### config.mk
export PLATFORM = sky130hd
export DESIGN_NAME = fifo_cache_with_hit_counts_unit
export DESIGN_NICKNAME = d
export VERILOG_FILES = /design/src/rtl/core/fcache_pkg.sv /design/src/rtl/core/fcache_tag_match.sv /design/src/rtl/core/fcache_ring_ctrl.sv /design/src/rtl/core/fifo_cache_with_hit_counts_unit.sv
export VERILOG_INCLUDE_DIRS = /design/src /design/src/rtl/core
export SDC_FILE = /design/constraint.sdc
export NUM_CORES = 1
export LEC_CHECK = 0
export BUFFER_PORTS_ARGS = -buffer_cell sky130_fd_sc_hd__buf_2
export CAP_MARGIN = 20
export CORE_MARGIN = 1.5
export CORE_UTILIZATION = 56
export DETAILED_ROUTE_END_ITERATION = 10
export PLACE_DENSITY = 0.76
export SETUP_SLACK_MARGIN = 0.1
export SYNTH_ARGS = -nofsm -noshare
export SYNTH_HDL_FRONTEND = slang
export SYNTH_SLANG_ARGS = --single-unit
### constraint.sdc
create_clock -name aclk -period 6.56 [get_ports aclk]
set_input_delay 1.312 -clock aclk [delete_from_list [all_inputs] [get_ports aclk]]
set_output_delay 1.312 -clock aclk [all_outputs]
set_load 0.02 [all_outputs]
### src/rtl/core/assert_macros.svh
// ----------------------------------------------------------------------------
// Assertion macros
// Concurrent assertion helpers. They expand to nothing in synthesis builds.
// ----------------------------------------------------------------------------
`ifndef ASSERT_MACROS_SVH
`define ASSERT_MACROS_SVH
`ifndef SYNTHESIS
// The condition must hold at every clock edge outside reset.
`define ASSERT_ALWAYS(label, clk, rstn, cond) \
    label: assert property (@(posedge clk) disable iff (!rstn) (cond)) \
        else $error("assertion failed: invariant violated");
// The consequent must hold in the same cycle as the antecedent.
`define ASSERT_IMPLY(label, clk, rstn, ante, cons) \
    label: assert property (@(posedge clk) disable iff (!rstn) (ante) |-> (cons)) \
        else $error("assertion failed: implication violated");
// The consequent must hold in the cycle after the antecedent.
`define ASSERT_NEXT(label, clk, rstn, ante, cons) \
    label: assert property (@(posedge clk) disable iff (!rstn) (ante) |=> (cons)) \
        else $error("assertion failed: next-cycle implication violated");
`else
`define ASSERT_ALWAYS(label, clk, rstn, cond)
`define ASSERT_IMPLY(label, clk, rstn, ante, cons)
`define ASSERT_NEXT(label, clk, rstn, ante, cons)
`endif
`endif

### src/rtl/core/fcache_pkg.sv
// ----------------------------------------------------------------------------
// FIFO cache package
// Shared widths, constants and control structs of the FIFO tag cache.
// ----------------------------------------------------------------------------
package fcache_pkg;

    localparam int KEY_BITS      = 32;
    localparam int COUNT_BITS    = 16;
    localparam int CAP_BITS      = 4;
    localparam int OCC_BITS      = 4;
    localparam int DEPTH_DEFAULT = 8;
    // Widest slot index over the supported depth range.
    localparam int SLOT_MAX_BITS = 6;

    localparam logic [CAP_BITS-1:0] CAPACITY_RESET = CAP_BITS'(3);

    typedef struct packed {
        logic                     hit;
        logic [SLOT_MAX_BITS-1:0] slot;
    } tag_match_t;

    typedef struct packed {
        logic                     full;
        logic [SLOT_MAX_BITS-1:0] slot;
        logic [OCC_BITS-1:0]      occupancy;
    } ring_ctl_t;

    function automatic int slot_bits(input int depth);
        return (depth > 1) ? $clog2(depth) : 1;
    endfunction

endpackage

### src/rtl/core/fcache_tag_match.sv
// ----------------------------------------------------------------------------
// FIFO cache tag match
// Compares the key against every valid tag in parallel and encodes the hit.
// ----------------------------------------------------------------------------
module fcache_tag_match #(
    parameter int DEPTH = fcache_pkg::DEPTH_DEFAULT
) (
    input  logic [fcache_pkg::KEY_BITS-1:0] key,
    input  logic [fcache_pkg::KEY_BITS-1:0] tags [DEPTH],
    input  logic [DEPTH-1:0]                valid,
    output fcache_pkg::tag_match_t          match
);
    import fcache_pkg::*;

    // Keys in the cache are unique, so at most one entry matches and the
    // slot number can be built by OR-ing the indexes of matching entries.
    always_comb begin
        match = '0;
        for (int i = 0; i < DEPTH; i++) begin
            if (valid[i] && (tags[i] == key)) begin
                match.hit  = 1'b1;
                match.slot = match.slot | SLOT_MAX_BITS'(i);
            end
        end
    end

endmodule

### src/rtl/core/fcache_ring_ctrl.sv
// ----------------------------------------------------------------------------
// FIFO cache ring control
// Holds capacity, oldest slot and fill count, and picks the slot to fill.
// ----------------------------------------------------------------------------
`include "assert_macros.svh"

module fcache_ring_ctrl #(
    parameter int DEPTH = fcache_pkg::DEPTH_DEFAULT
) (
    input  logic                            aclk,
    input  logic                            aresetn,
    input  logic                            cfg_we,
    input  logic [fcache_pkg::CAP_BITS-1:0] cfg_data,
    input  logic                            item_we,
    input  logic                            miss,
    output fcache_pkg::ring_ctl_t           ctl
);
    import fcache_pkg::*;

    localparam int SLOT_W = slot_bits(DEPTH);
    localparam int AW     = ((SLOT_W > OCC_BITS) ? SLOT_W : OCC_BITS) + 1;

    logic [CAP_BITS-1:0] capacity_reg, capacity_next;
    logic [SLOT_W-1:0]   oldest_reg, oldest_next;
    logic [OCC_BITS-1:0] fill_reg, fill_next;

    logic [CAP_BITS-1:0] cap_eff;
    logic                full;
    logic [AW-1:0]       free_sum;
    logic [AW-1:0]       free_slot;
    logic [AW-1:0]       oldest_inc;

    // A capacity of zero acts as one; any capacity above the built depth acts as the depth.
    always_comb begin
        if (capacity_reg == '0) begin
            cap_eff = CAP_BITS'(1);
        end else if (int'(capacity_reg) > DEPTH) begin
            cap_eff = CAP_BITS'(DEPTH);
        end else begin
            cap_eff = capacity_reg;
        end
    end

    assign full = AW'(fill_reg) >= AW'(cap_eff);

    // Oldest slot and fill count are both below the capacity here, so one
    // conditional subtract wraps the free slot into the ring.
    assign free_sum   = AW'(oldest_reg) + AW'(fill_reg);
    assign free_slot  = (free_sum >= AW'(cap_eff)) ? (free_sum - AW'(cap_eff)) : free_sum;
    assign oldest_inc = ((AW'(oldest_reg) + AW'(1)) == AW'(cap_eff)) ?
                        '0 : (AW'(oldest_reg) + AW'(1));

    always_comb begin
        capacity_next = capacity_reg;
        oldest_next   = oldest_reg;
        fill_next     = fill_reg;
        if (cfg_we) begin
            capacity_next = cfg_data;
            oldest_next   = '0;
            fill_next     = '0;
        end else if (item_we && miss) begin
            if (full) begin
                oldest_next = oldest_inc[SLOT_W-1:0];
            end else begin
                fill_next = fill_reg + OCC_BITS'(1);
            end
        end
    end

    always_ff @(posedge aclk) begin
        if (!aresetn) begin
            capacity_reg <= CAPACITY_RESET;
            oldest_reg   <= '0;
            fill_reg     <= '0;
        end else begin
            capacity_reg <= capacity_next;
            oldest_reg   <= oldest_next;
            fill_reg     <= fill_next;
        end
    end

    always_comb begin
        ctl.full      = full;
        ctl.slot      = SLOT_MAX_BITS'(full ? oldest_reg : free_slot[SLOT_W-1:0]);
        ctl.occupancy = (miss && !full) ? (fill_reg + OCC_BITS'(1)) : fill_reg;
    end

    `ASSERT_ALWAYS(a_fill_within_cap, aclk, aresetn, AW'(fill_reg) <= AW'(cap_eff))
    `ASSERT_ALWAYS(a_oldest_within_cap, aclk, aresetn, AW'(oldest_reg) < AW'(cap_eff))
    `ASSERT_NEXT(a_cfg_empties_ring, aclk, aresetn, cfg_we, (fill_reg == '0) && (oldest_reg == '0))

endmodule

### src/rtl/core/fifo_cache_with_hit_counts_unit.sv
// ----------------------------------------------------------------------------
// FIFO cache with hit counts
// Fully associative tag cache with first-in-first-out replacement.
//
// Each word on the s_ channel carries one key. The key is compared against
// all valid entries at once. On a hit the entry's access count goes up and
// saturates; on a miss the key is written into the next ring slot with a
// count of one, evicting and reporting the oldest entry when the ring is full.
// One result word per key leaves on the m_ channel in the cycle after the key
// is accepted; while the receiver does not stall, a new key can be taken in
// every cycle: one word per cycle, set by the single compare-and-update pass.
// The result register lets the next key in while the current result is
// taken; when the receiver stalls, s_ready drops until the result is taken.
// The cfg channel writes the capacity (ring slots in use) and flushes the
// cache; it is always ready, and the user must see it is written only while
// idle (the block does not enforce this). After reset: empty, capacity three.
// ----------------------------------------------------------------------------
`include "assert_macros.svh"

module fifo_cache_with_hit_counts_unit #(
    parameter int DEPTH = fcache_pkg::DEPTH_DEFAULT
) (
    input  logic                              aclk,
    input  logic                              aresetn,
    // Key input channel
    input  logic                              s_valid,
    output logic                              s_ready,
    input  logic [fcache_pkg::KEY_BITS-1:0]   s_key,
    // Result channel
    output logic                              m_valid,
    input  logic                              m_ready,
    output logic                              m_hit,
    output logic [fcache_pkg::COUNT_BITS-1:0] m_access_count,
    output logic                              m_evicted,
    output logic [fcache_pkg::KEY_BITS-1:0]   m_evicted_key,
    output logic [fcache_pkg::OCC_BITS-1:0]   m_occupancy,
    // Capacity write channel
    input  logic                              cfg_valid,
    output logic                              cfg_ready,
    input  logic [fcache_pkg::CAP_BITS-1:0]   cfg_data
);
    import fcache_pkg::*;

    localparam int SLOT_W = slot_bits(DEPTH);

    // Entry storage. Tags and counts are only read from valid entries, so
    // only the valid bits are cleared by reset and by a capacity write.
    logic [KEY_BITS-1:0]   tag_reg   [DEPTH];
    logic [COUNT_BITS-1:0] count_reg [DEPTH];
    logic [DEPTH-1:0]      valid_reg;

    // Result register.
    logic                  m_valid_reg;
    logic                  m_hit_reg;
    logic [COUNT_BITS-1:0] m_access_count_reg;
    logic                  m_evicted_reg;
    logic [KEY_BITS-1:0]   m_evicted_key_reg;
    logic [OCC_BITS-1:0]   m_occupancy_reg;

    logic                  s_accept;
    logic                  cfg_we;
    logic                  item_we;
    tag_match_t            match;
    ring_ctl_t             ring;
    logic [SLOT_W-1:0]     hit_slot;
    logic [SLOT_W-1:0]     ins_slot;
    logic [COUNT_BITS-1:0] hit_count;
    logic [COUNT_BITS-1:0] bumped_count;
    logic                  evict;

    assign cfg_ready = 1'b1;
    assign cfg_we    = cfg_valid && cfg_ready;
    assign s_ready   = !m_valid_reg || m_ready;
    assign s_accept  = s_valid && s_ready;
    // A capacity write takes precedence over the state update of a key.
    assign item_we   = s_accept && !cfg_we;

    fcache_tag_match #(
        .DEPTH (DEPTH)
    ) u_tag_match (
        .key   (s_key),
        .tags  (tag_reg),
        .valid (valid_reg),
        .match (match)
    );

    fcache_ring_ctrl #(
        .DEPTH (DEPTH)
    ) u_ring_ctrl (
        .aclk     (aclk),
        .aresetn  (aresetn),
        .cfg_we   (cfg_we),
        .cfg_data (cfg_data),
        .item_we  (item_we),
        .miss     (!match.hit),
        .ctl      (ring)
    );

    assign hit_slot     = match.slot[SLOT_W-1:0];
    assign ins_slot     = ring.slot[SLOT_W-1:0];
    assign hit_count    = count_reg[hit_slot];
    // The count saturates at its all-ones maximum.
    assign bumped_count = (hit_count == '1) ? hit_count : (hit_count + COUNT_BITS'(1));
    assign evict        = !match.hit && ring.full;

    always_ff @(posedge aclk) begin
        if (!aresetn) begin
            valid_reg <= '0;
        end else if (cfg_we) begin
            valid_reg <= '0;
        end else if (item_we && !match.hit) begin
            valid_reg[ins_slot] <= 1'b1;
        end
    end

    always_ff @(posedge aclk) begin
        if (item_we) begin
            if (match.hit) begin
                count_reg[hit_slot] <= bumped_count;
            end else begin
                tag_reg[ins_slot]   <= s_key;
                count_reg[ins_slot] <= COUNT_BITS'(1);
            end
        end
    end

    always_ff @(posedge aclk) begin
        if (!aresetn) begin
            m_valid_reg <= 1'b0;
        end else if (s_accept) begin
            m_valid_reg <= 1'b1;
        end else if (m_ready) begin
            m_valid_reg <= 1'b0;
        end
    end

    always_ff @(posedge aclk) begin
        if (s_accept) begin
            m_hit_reg          <= match.hit;
            m_access_count_reg <= match.hit ? bumped_count : COUNT_BITS'(1);
            m_evicted_reg      <= evict;
            m_evicted_key_reg  <= evict ? tag_reg[ins_slot] : '0;
            m_occupancy_reg    <= ring.occupancy;
        end
    end

    assign m_valid        = m_valid_reg;
    assign m_hit          = m_hit_reg;
    assign m_access_count = m_access_count_reg;
    assign m_evicted      = m_evicted_reg;
    assign m_evicted_key  = m_evicted_key_reg;
    assign m_occupancy    = m_occupancy_reg;

    `ASSERT_NEXT(a_result_follows_key, aclk, aresetn, s_accept, m_valid_reg)
    `ASSERT_IMPLY(a_miss_count_one, aclk, aresetn, m_valid_reg && !m_hit_reg, m_access_count_reg == COUNT_BITS'(1))
    `ASSERT_IMPLY(a_evict_only_on_miss, aclk, aresetn, m_valid_reg && m_evicted_reg, !m_hit_reg)

endmodule
Yosys cells after proc, flatten, opt, wreduce, memory -nomap -nowiden
Memory sizes are Yosys's and may differ from the RTL's.
Cells that the tools add are included.

storage, ports and cells
  memories = 1
  bits in writable memories = 128
  ROM bits = 0
  output and inout bits = 57
  bits of input ports = 41
  flip-flop bits (word level) = 330
  bits in latches = 0
  logic and storage cells = 107

memories
  memory     depth  width  read ports  clocked after memory_dff  write ports  line                                   RTL
  count_reg  8      16     1           0                         1            fifo_cache_with_hit_counts_unit.sv:49  logic [COUNT_BITS-1:0] count_reg [DEPTH];

operators by class
  reduce and logical (&&, ||, !) cells = 27
  shift-type cells = 0
  magnitude comparators = 7
  muxes and demuxes = 34
  add/subtract/negate cells = 5
  bitwise operators = 5
  $mul = 0
  divide/modulo/power cells = 0
  equality and inequality tests = 10

operators by type and width
  cell                   count
  $bwmux 256             1
  $eq 32x32->1           8
  $bmux 32 s3            1
  $demux 32 s3           1
  $mux 32                3
  $mux 7                 8
  $mux 16                2
  $add 16x1->16 const B  1
  $eq 16x16->1 const B   1
  $reduce_or 16->1       1
  $logic_and 1x1->1      15
  $mux 3                 4
  $mux 4                 3
  $mux 1                 10
  $or 8x8->8             1
  $reduce_and 2->1       3
  $add 3x4->5            1
  $ge 5x4->1             1
  $add 3x1->4 const B    1
  $add 4x1->4 const B    1
  $eq 4x4->1             1
  $ge 4x4->1             1
  $ge 4x4->1 const B     1
  $gt 4x4->1 const B     1
  other kinds (12)       17

Longest topological paths before layout
Gate-level depths: netlist of the first run.

  depth in word-level cells = 15
  depth in mapped cells = 19
  depth with buffers taken out = 16

Modules after synthesis
From an unflattened synthesis of the first run, not the netlist that was laid out.

second synthesis, totals
  cell total of the unflattened synthesis = 1,508
  area, all modules = 21,790.9 um^2

modules (own cells, without submodules)
  module                           cells each  seq. area each (um^2)  area each (um^2)  instances
  fifo_cache_with_hit_counts_unit  989         13,332.8               17,553.1          1
  fcache_tag_match                 391         0.0                    3,126.7           1
  fcache_ring_ctrl                 128         220.2                  1,111.1           1

Least setup slack after synthesis of the first run
Ideal clock, no wire load.

  kind = input to register
  start point = in s_key[23] in the netlist's numbering
  end point = reg tag_reg[32] in the netlist's numbering (enable)
  setup time = 470 ps
  data required time = 6,090 ps
  cell stages on the path = 13
  path slack = 262 ps
  buffers on the path = 3
  arrival = 5,827 ps
  path through = buf_2 xor2_1 nor4_1 nand4b_1 or3_1 buf_2 and4_1 o311a_1 clkbuf_1 inv_1 nor2_1 nand2_1 nor3b_1

RTL lines
  element                          line                                    RTL
  from (decl)                      fifo_cache_with_hit_counts_unit.sv:28   input logic [fcache_pkg::KEY_BITS-1:0] s_key,
  to (signal, indexed assignment)  fifo_cache_with_hit_counts_unit.sv:121  tag_reg[ins_slot] <= s_key;
  to (decl)                        fifo_cache_with_hit_counts_unit.sv:48   logic [KEY_BITS-1:0] tag_reg [DEPTH];

Final worst setup path of the first run
  start point = in s_key[16] in the netlist's numbering
  end point = mem count_reg[3][14] (data pin)

on the way
  cells in the longest elaborated chain, start to end = 15
  elaborated cells between the ends (all ways) = 33
  classes of those cells = add/sub: 1; eq/ne: 9; mux: 13; reduce/logical: 9; memory: 1

RTL lines
  element                                               line                                   RTL
  $eq 32x32->1                                          fcache_tag_match.sv:20                 if (valid[i] && (tags[i] == key)) begin
  $logic_and 1x1->1                                     fcache_tag_match.sv:20
  $mux 7 (7 in series)                                  fcache_tag_match.sv:20
  $mux 7 (*)                                            fcache_tag_match.sv:20
  branches (longest 4 deep; another with $mem_v2 8x16)  -
  $mux 16 (no line) (*)                                 -
  to (decl)                                             fifo_cache_with_hit_counts_unit.sv:49

Every way passes the cells marked *.

==> results.sh, run 1 <==
export IMPL_status="finished, final reports clean"
export IMPL_syn_to_final_growth_pct=13.1
export IMPL_place_congestion=0.973
export IMPL_critPathTopFamily="simple AND/OR/NAND/NOR gates"
export IMPL_cts_buffer_depth=3
export IMPL_die_area_sq_um=40000
export IMPL_critPathArrivalTime_ns=6.34
export IMPL_drt_initial_drc_count=1653
export IMPL_antenna_found_initial=1
export IMPL_ff2ff_path_depth=15
export IMPL_hold_path_end="valid_reg[6]"
export IMPL_min_from="valid_reg[6]"
export IMPL_detail_route_antenna_nets=0
export IMPL_synth_top_cell_area_share_pct=60.5
export IMPL_finClkSkew_ns=0.0179
export IMPL_largest_reg_flops=256
export IMPL_die_y_um=200
export IMPL_hpwlAfterDp_um=44300
export IMPL_setup_viol=0
export IMPL_path_max_fanout=16
export IMPL_max_stage_delay_ns=0.56
export IMPL_p_sw_share_pct=24.1
export IMPL_start_util_pct=57.3
export IMPL_synth_area_leader_cell="edfxtp_1"
export IMPL_cts_root_buf="clkbuf_16"
export IMPL_fin_crit_sh_pct=91.6
export IMPL_cp_start_kind="input pin"
export IMPL_p_leak_nw=8.43
export IMPL_drcViolationCount=0
export IMPL_mostFrequentLayoutCells="edfxtp_1, xor2_1, nand2_1, buf_2, xnor2_1"
export IMPL_utilization_pct=64.8
export IMPL_hold_viol_final=0
export IMPL_num_rows=71
export IMPL_timing_rr_end="count_reg[3][14]"
export IMPL_hold_path_class="reg -> reg"
export IMPL_syn_inst=1482
export IMPL_power_density_nw_per_um2=281
export IMPL_synth_edf_count=438
export IMPL_grt_pass1_wl_um=90500
export IMPL_via_per_inst=6.39
export IMPL_place_ws_ns=-0.427
export IMPL_clkPwrFrac_pct=41.1
export IMPL_portBuffers=96
export IMPL_reg2reg_from="tag_reg[180]"
export IMPL_switchingPower_w=0.00167
export IMPL_h_tree_depth=2
export IMPL_synth_area_leaders="edfxtp_1, xor2_1, mux4_2, mux2i_1, xnor2_1"
export IMPL_period_minus_slack_ns=6.01
export IMPL_vias=13800
export IMPL_hold_buffers=0
export IMPL_peakVddDrop_mv=0.276
export IMPL_ys_types=70
export IMPL_hold_depth=2
export IMPL_grt_start_max_net_pins=42
export IMPL_wl_per_cell_um=29.2
export IMPL_drive_gt1_share_pct=20.6
export IMPL_endpoint_kind="flop"
export IMPL_combPwrFrac_pct=10.9
export IMPL_rsz0062_at_grt="false"
export IMPL_worst_slack_ns=0.550
export IMPL_cts_sinks=458
export IMPL_final_nets=1663
export IMPL_max_freq_mhz=166
export IMPL_critical_path_buf_inv_count=3
export IMPL_total_power_w=0.00691
export IMPL_nFillCells=2709
export IMPL_layout_commonest_cell="edfxtp_1"
export IMPL_cp_cell_sequence="buf_2 -> xnor2_1 -> o2111ai_1 -> a2111oi_0 -> dlymetal6s2s_1 -> nand4_1 -> and4_1 -> nor2b_4 -> a22o_1 -> nor2_2 -> ha_1 -> inv_1 -> nor3_2 -> nand4b_1 -> nor4b_1 -> mux2_1 -> nor2_1"
export IMPL_required_ns=6.89
export IMPL_r2r_slack_ns=1.09
export IMPL_coreArea_sq_um=37900
export IMPL_yosysWarningCount=0
export IMPL_synthesis_area_sq_um=21700
export IMPL_cap_violations=0
export IMPL_clkSlewWorstSetupHoldPaths_ns=0.06
export IMPL_grtUsageTotal_pct=32.4
export IMPL_finalMaxSlewViolations=0
export IMPL_overflow=0
export IMPL_firstDrtPassIters=5
export IMPL_criticalPathCategory="in -> reg"
export IMPL_maxSlewHeadroom_pct=19.3
export IMPL_synth_seq_area_share_pct=62.3
export IMPL_grt_pass1_vias=13100
export IMPL_io_pins=98
export IMPL_power_frac_seq_pct=48.0
export IMPL_cts_setup_buffers=0
export IMPL_ys_flop_type="edfxtp_1"
export IMPL_async_flop_share_pct=0
export IMPL_worst_pin_slew_ns=1.21
export IMPL_clock_latency_ns=0.59
export IMPL_cts_resized=0
export IMPL_syn_nets=1539
export IMPL_wirelength_um=62900
export IMPL_startpoint="s_key[16]"
export IMPL_numCtsBuffers=45
export IMPL_syn_avg_cell_area_sq_um=14.7
export IMPL_die_width_um=200
export IMPL_worst_path_max_delay_cell="xnor2_1"
export IMPL_p_int_w=0.00524
export IMPL_cts_tree="done"
export IMPL_ys_ff_latch=458
power groups by stage:
stage | clock network, W | logic, W | registers (W)
2_1_floorplan | 0 | 0.000447 | 0.00340
3_3_place_gp | 0 | 0.000736 | 0.00338
3_5_place_dp | 0 | 0.000741 | 0.00338
4_1_cts | 0.00286 | 0.000745 | 0.00332
5_1_grt | 0.00297 | 0.000796 | 0.00332
6_report | 0.00284 | 0.000753 | 0.00332
routing by layer:
metal	track usage [%]	routed length, um	vias to the layer above
li1	-	-	5881
met2	49.2	28400	819
met5	0	0	-
met4	12.1	2530	0
met1	46.7	25500	6959
met3	6.32	6450	128
metrics by stage:
stage               instances  area (sq um)  TNS [ns]  hold WS, ns
floorplan                1482         21700         0        0.440
global placement         2068         22900    -10.29        0.452
detailed placement       2068         22900    -20.14        0.466
CTS                      2152         24600         0        0.481
global route             2155         24600         0        0.504
finish                   2156         24600         0        0.479
worst reg2reg max path: cells and delay by family (launching register included):
kind / cells / cell delay, ns
AOI/OAI and AO/OA: 1 / 0.24
xor gates and xnor gates: 1 / 0.18
adders and majority gates: 1 / 0.24
buffers and inverters: 1 / 0.07
DFF: 1 / 0.41
muxes: 1 / 0.40
and+or+nand+nor: 10 / 3.65
how the worst max path moves through the flow:
stage,endpoint,slack [ns],cells after the start
2_1_floorplan,tag_reg[32],0.26,13
3_3_place_gp,count_reg[4][14],-0.26,16
3_5_place_dp,count_reg[4][14],-0.43,16
4_1_cts,count_reg[3][14],0.14,16
5_1_grt,count_reg[3][14],0.14,17
6_report,count_reg[3][14],0.55,17
area by class of cell:
| class | instances | area (sq um) | share of cell area, % |
|---|---|---|---|
| multi-input cells | 933 | 7770 | 31.6 |
| inverters | 15 | 56.3 | 0.229 |
| repair buffers | 153 | 938 | 3.82 |
| well taps | 511 | 639 | 2.60 |
| flip-flops and latches | 458 | 13600 | 55.1 |
| clock buffers | 55 | 1230 | 4.99 |
| clock inverters | 29 | 395 | 1.61 |
| diodes | 2 | 5.00 | 0.0204 |
cells by family after synthesis:
group | count (synthesis) | share of synthesized area (%)
buffers and inverters | 91 | 2.36
other | 1 | 0.0172
multiplexers | 142 | 10.3
XOR/XNOR | 273 | 11.3
AND/OR/NAND/NOR | 392 | 9.47
flip-flops | 458 | 62.3
adder cells (fa/ha/maj) | 16 | 0.990
AO/OA/AOI/OAI | 109 | 3.29
synthesized netlist by cell type, types with 4 or more instances:
| library cell | instances |
|---|---|
| a22o_1 | 6 |
| buf_2 | 17 |
| mux2_2 | 5 |
| clkbuf_1 | 33 |
| xnor2_2 | 8 |
| nand2b_1 | 7 |
| or3_1 | 7 |
| nor2_1 | 79 |
| edfxtp_1 | 438 |
| mux2i_1 | 71 |
| nor4b_1 | 4 |
| and2_1 | 5 |
| nand2_1 | 108 |
| buf_4 | 13 |
| a21oi_1 | 49 |
| xor2_1 | 184 |
| xnor2_1 | 81 |
| nor2b_1 | 4 |
| buf_6 | 9 |
| nand3_1 | 23 |
| inv_1 | 15 |
| o21ai_0 | 7 |
| nand4b_1 | 7 |
| and3_1 | 5 |
| a22oi_1 | 17 |
| or2_2 | 4 |
| mux4_2 | 64 |
| nor4_1 | 62 |
| dfxtp_1 | 20 |
| nor3_1 | 15 |
| ha_1 | 14 |
| a21o_1 | 4 |
| nand4_1 | 36 |
(Power assumes the default switching activity.)
==> run 2: changes to the inputs <==
Settings changed: ABC_AREA set to 1.
==> run 2 against run 1 <==
Effect of this change: sequential power increased by 3%; combinational power increased by 81%; cell count increased by 39%; critical path depth increased by 6; utilization decreased by 1.6 points; largest cell class unchanged.
==> results.sh, run 2 <==
export IMPL_place_ws_ns=0.519
export IMPL_wirelength_um=77800
export IMPL_finalMaxSlewViolations=0
export IMPL_hold_buffers=0
export IMPL_path_max_fanout=67
export IMPL_power_frac_seq_pct=45.8
export IMPL_final_nets=2501
export IMPL_reg2reg_from="tag_reg[4]"
export IMPL_drt_initial_drc_count=2622
export IMPL_cts_sinks=458
export IMPL_cp_start_kind="input pin"
export IMPL_start_util_pct=56.6
export IMPL_synth_edf_count=438
export IMPL_timing_rr_end="count_reg[5][11]"
export IMPL_cts_tree="done"
export IMPL_critPathMostFrequentCell="nand2_1"
export IMPL_period_minus_slack_ns=5.60
export IMPL_grt_pass1_wl_um=114000
export IMPL_cap_violations=0
export IMPL_synth_top_cell_area_share_pct=58.4
export IMPL_die_area_sq_um=41400
export IMPL_criticalPathCategory="in -> reg"
export IMPL_grt_pass1_vias=17900
export IMPL_io_pins=98
export IMPL_cts_buffer_depth=3
export IMPL_ys_flop_type="edfxtp_1"
export IMPL_num_rows=73
export IMPL_cp_cell_sequence="buf_2 -> inv_2 -> nand2_1 -> o21ai_0 -> nor2_1 -> nand2_1 -> nor2_1 -> nand3_1 -> nor2_2 -> nor2_8 -> nand2_4 -> buf_4 -> nand2_1 -> nand3_1 -> nand3_1 -> nand2_1 -> ha_1 -> nand3_2 -> nor2_4 -> nand3_2 -> nand2_1 -> nand2_1 -> a21oi_1"
export IMPL_worst_pin_slew_ns=1.26
export IMPL_setup_viol=0
export IMPL_p_int_w=0.00526
export IMPL_startpoint="s_key[4]"
export IMPL_grt_start_max_net_pins=104
export IMPL_synth_area_leader_cell="edfxtp_1"
export IMPL_detail_route_antenna_nets=0
export IMPL_clkPwrFrac_pct=36.0
export IMPL_required_ns=6.89
export IMPL_power_density_nw_per_um2=297
export IMPL_fin_crit_sh_pct=85.3
export IMPL_setup_tns_final_ns=0
export IMPL_ys_types=50
export IMPL_final_cells=3005
export IMPL_syn_nets=2402
export IMPL_p_sw_share_pct=29.6
export IMPL_grtUsageTotal_pct=37.9
export IMPL_synth_seq_area_share_pct=60.2
export IMPL_clkSlewWorstSetupHoldPaths_ns=0.06
export IMPL_status="finished, final reports clean"
export IMPL_via_per_inst=6.18
export IMPL_finClkSkew_ns=0.0269
export IMPL_yosysWarningCount=0
export IMPL_h_tree_depth=2
export IMPL_synthesis_area_sq_um=22500
export IMPL_r2r_slack_ns=1.63
export IMPL_layout_commonest_cell="nand2_1"
export IMPL_portBuffers=96
export IMPL_drive_gt1_share_pct=10.9
export IMPL_cp_endpoint="count_reg[5][11]"
export IMPL_p_leak_nw=9.85
export IMPL_rsz0062_at_grt="false"
export IMPL_ys_ff_latch=458
export IMPL_endpoint_kind="flop"
export IMPL_syn_inst=2345
export IMPL_clock_latency_ns=0.60
export IMPL_syn_to_final_growth_pct=11.6
export IMPL_max_freq_mhz=179
export IMPL_cts_setup_buffers=0
export IMPL_antenna_found_initial=3
export IMPL_die_y_um=203
export IMPL_firstDrtPassIters=6
export IMPL_critPathArrivalTime_ns=5.93
export IMPL_largest_reg_flops=256
export IMPL_coreArea_sq_um=39700
export IMPL_numCtsBuffers=47
export IMPL_mostFrequentLayoutCells="nand2_1, edfxtp_1, nor2_1, inv_1, nand3_1"
export IMPL_max_stage_delay_ns=0.57
export IMPL_maxSlewHeadroom_pct=16.0
export IMPL_wl_per_cell_um=25.9
export IMPL_overflow=0
export IMPL_yosysMostFrequentCell="nand2_1"
export IMPL_ff2ff_path_depth=21
export IMPL_die_width_um=203
export IMPL_combPwrFrac_pct=18.2
export IMPL_switchingPower_w=0.00221
export IMPL_peakVddDrop_mv=0.237
export IMPL_hold_viol_final=0
export IMPL_cts_resized=0
export IMPL_worst_slack_ns=0.965
export IMPL_syn_avg_cell_area_sq_um=9.60
export IMPL_hpwlAfterDp_um=54000
export IMPL_place_congestion=1.02
export IMPL_synth_area_leaders="edfxtp_1, nand2_1, nand3_1, nor2_1, inv_1"
export IMPL_hold_path_class="reg -> reg"
export IMPL_async_flop_share_pct=0
export IMPL_place_inst=2920
export IMPL_worst_path_max_delay_cell="buf_4"
export IMPL_drcViolationCount=0
export IMPL_synth_commonest_cells="nand2_1, edfxtp_1, nor2_1"
export IMPL_vias=18600
export IMPL_cts_root_buf="clkbuf_16"
==> run 2: worst min-delay path by stage <==
stage,endpoint,depth (start not counted),slack (ns),from
after floorplan,u_ring_ctrl.capacity_reg[0],2,0.43,u_ring_ctrl.capacity_reg[0]
after global placement,valid_reg[3],2,0.45,valid_reg[3]
after detailed placement,u_ring_ctrl.capacity_reg[0],2,0.46,u_ring_ctrl.capacity_reg[0]
after CTS,valid_reg[3],2,0.47,valid_reg[3]
after global routing,valid_reg[2],2,0.50,valid_reg[2]
final,valid_reg[3],2,0.47,valid_reg[3]
==> run 2: layer usage <==
metal	global-route usage [%]	vias up	wire length, um
met5	0	-	0
met4	19.3	0	4110
met3	6.41	221	8530
met2	60.8	1286	36000
met1	50.0	8839	29200
li1	-	8216	-
==> run 2: layout make-up <==
type,count,area [sq um]
inverter,268,1010
tap,525,657
fill,3261,14600
clock inverter,26,273
timing repair buffer,147,926
clock buffer,58,1240
antenna,1,2.50
sequential,458,13600
multi-input combinational,1522,7470
==> run 2: kinds of logic (layout without fill, tap and decap cells) <==
group | Yosys count | after routing | share of synthesized area, %
other | 1 | 2 | 0.0167
buffers and inverters | 365 | 499 | 6.68
AO/OA/AOI/OAI | 388 | 388 | 9.73
XOR/XNOR | 65 | 65 | 2.53
adder cells (fa/ha/maj) | 16 | 16 | 0.956
AND/OR/NAND/NOR | 1052 | 1052 | 19.9
flip-flops | 458 | 458 | 60.2
==> run 2: metrics by stage <==
stage          power [W]  util, %  instance area [sq um]  hold WS (ns)
5_1_grt          0.00768     63.2                  25100         0.504
3_5_place_dp     0.00479     59.4                  23600         0.455
4_1_cts          0.00744     63.2                  25100         0.471
6_report         0.00747     63.2                  25100         0.468
2_1_floorplan    0.00427        -                  22500         0.430
3_3_place_gp     0.00478     59.4                  23600         0.452
==> run 2: worst max-delay path, delay by kind of cell <==
family,cells,cell delay (ns)
AOI/OAI and AO/OA,2,0.52
buffers and inverters,3,1.01
and+or+nand+nor,17,2.83
adders and majority gates,1,0.22
==> run 2: power groups by stage <==
stage	registers (W)	logic [W]	clock network, W
finish	0.00342	0.00136	0.00269
CTS	0.00342	0.00132	0.00270
floorplan	0.00352	0.000750	0
global placement	0.00348	0.00130	0
detailed placement	0.00348	0.00131	0
global route	0.00343	0.00145	0.00280
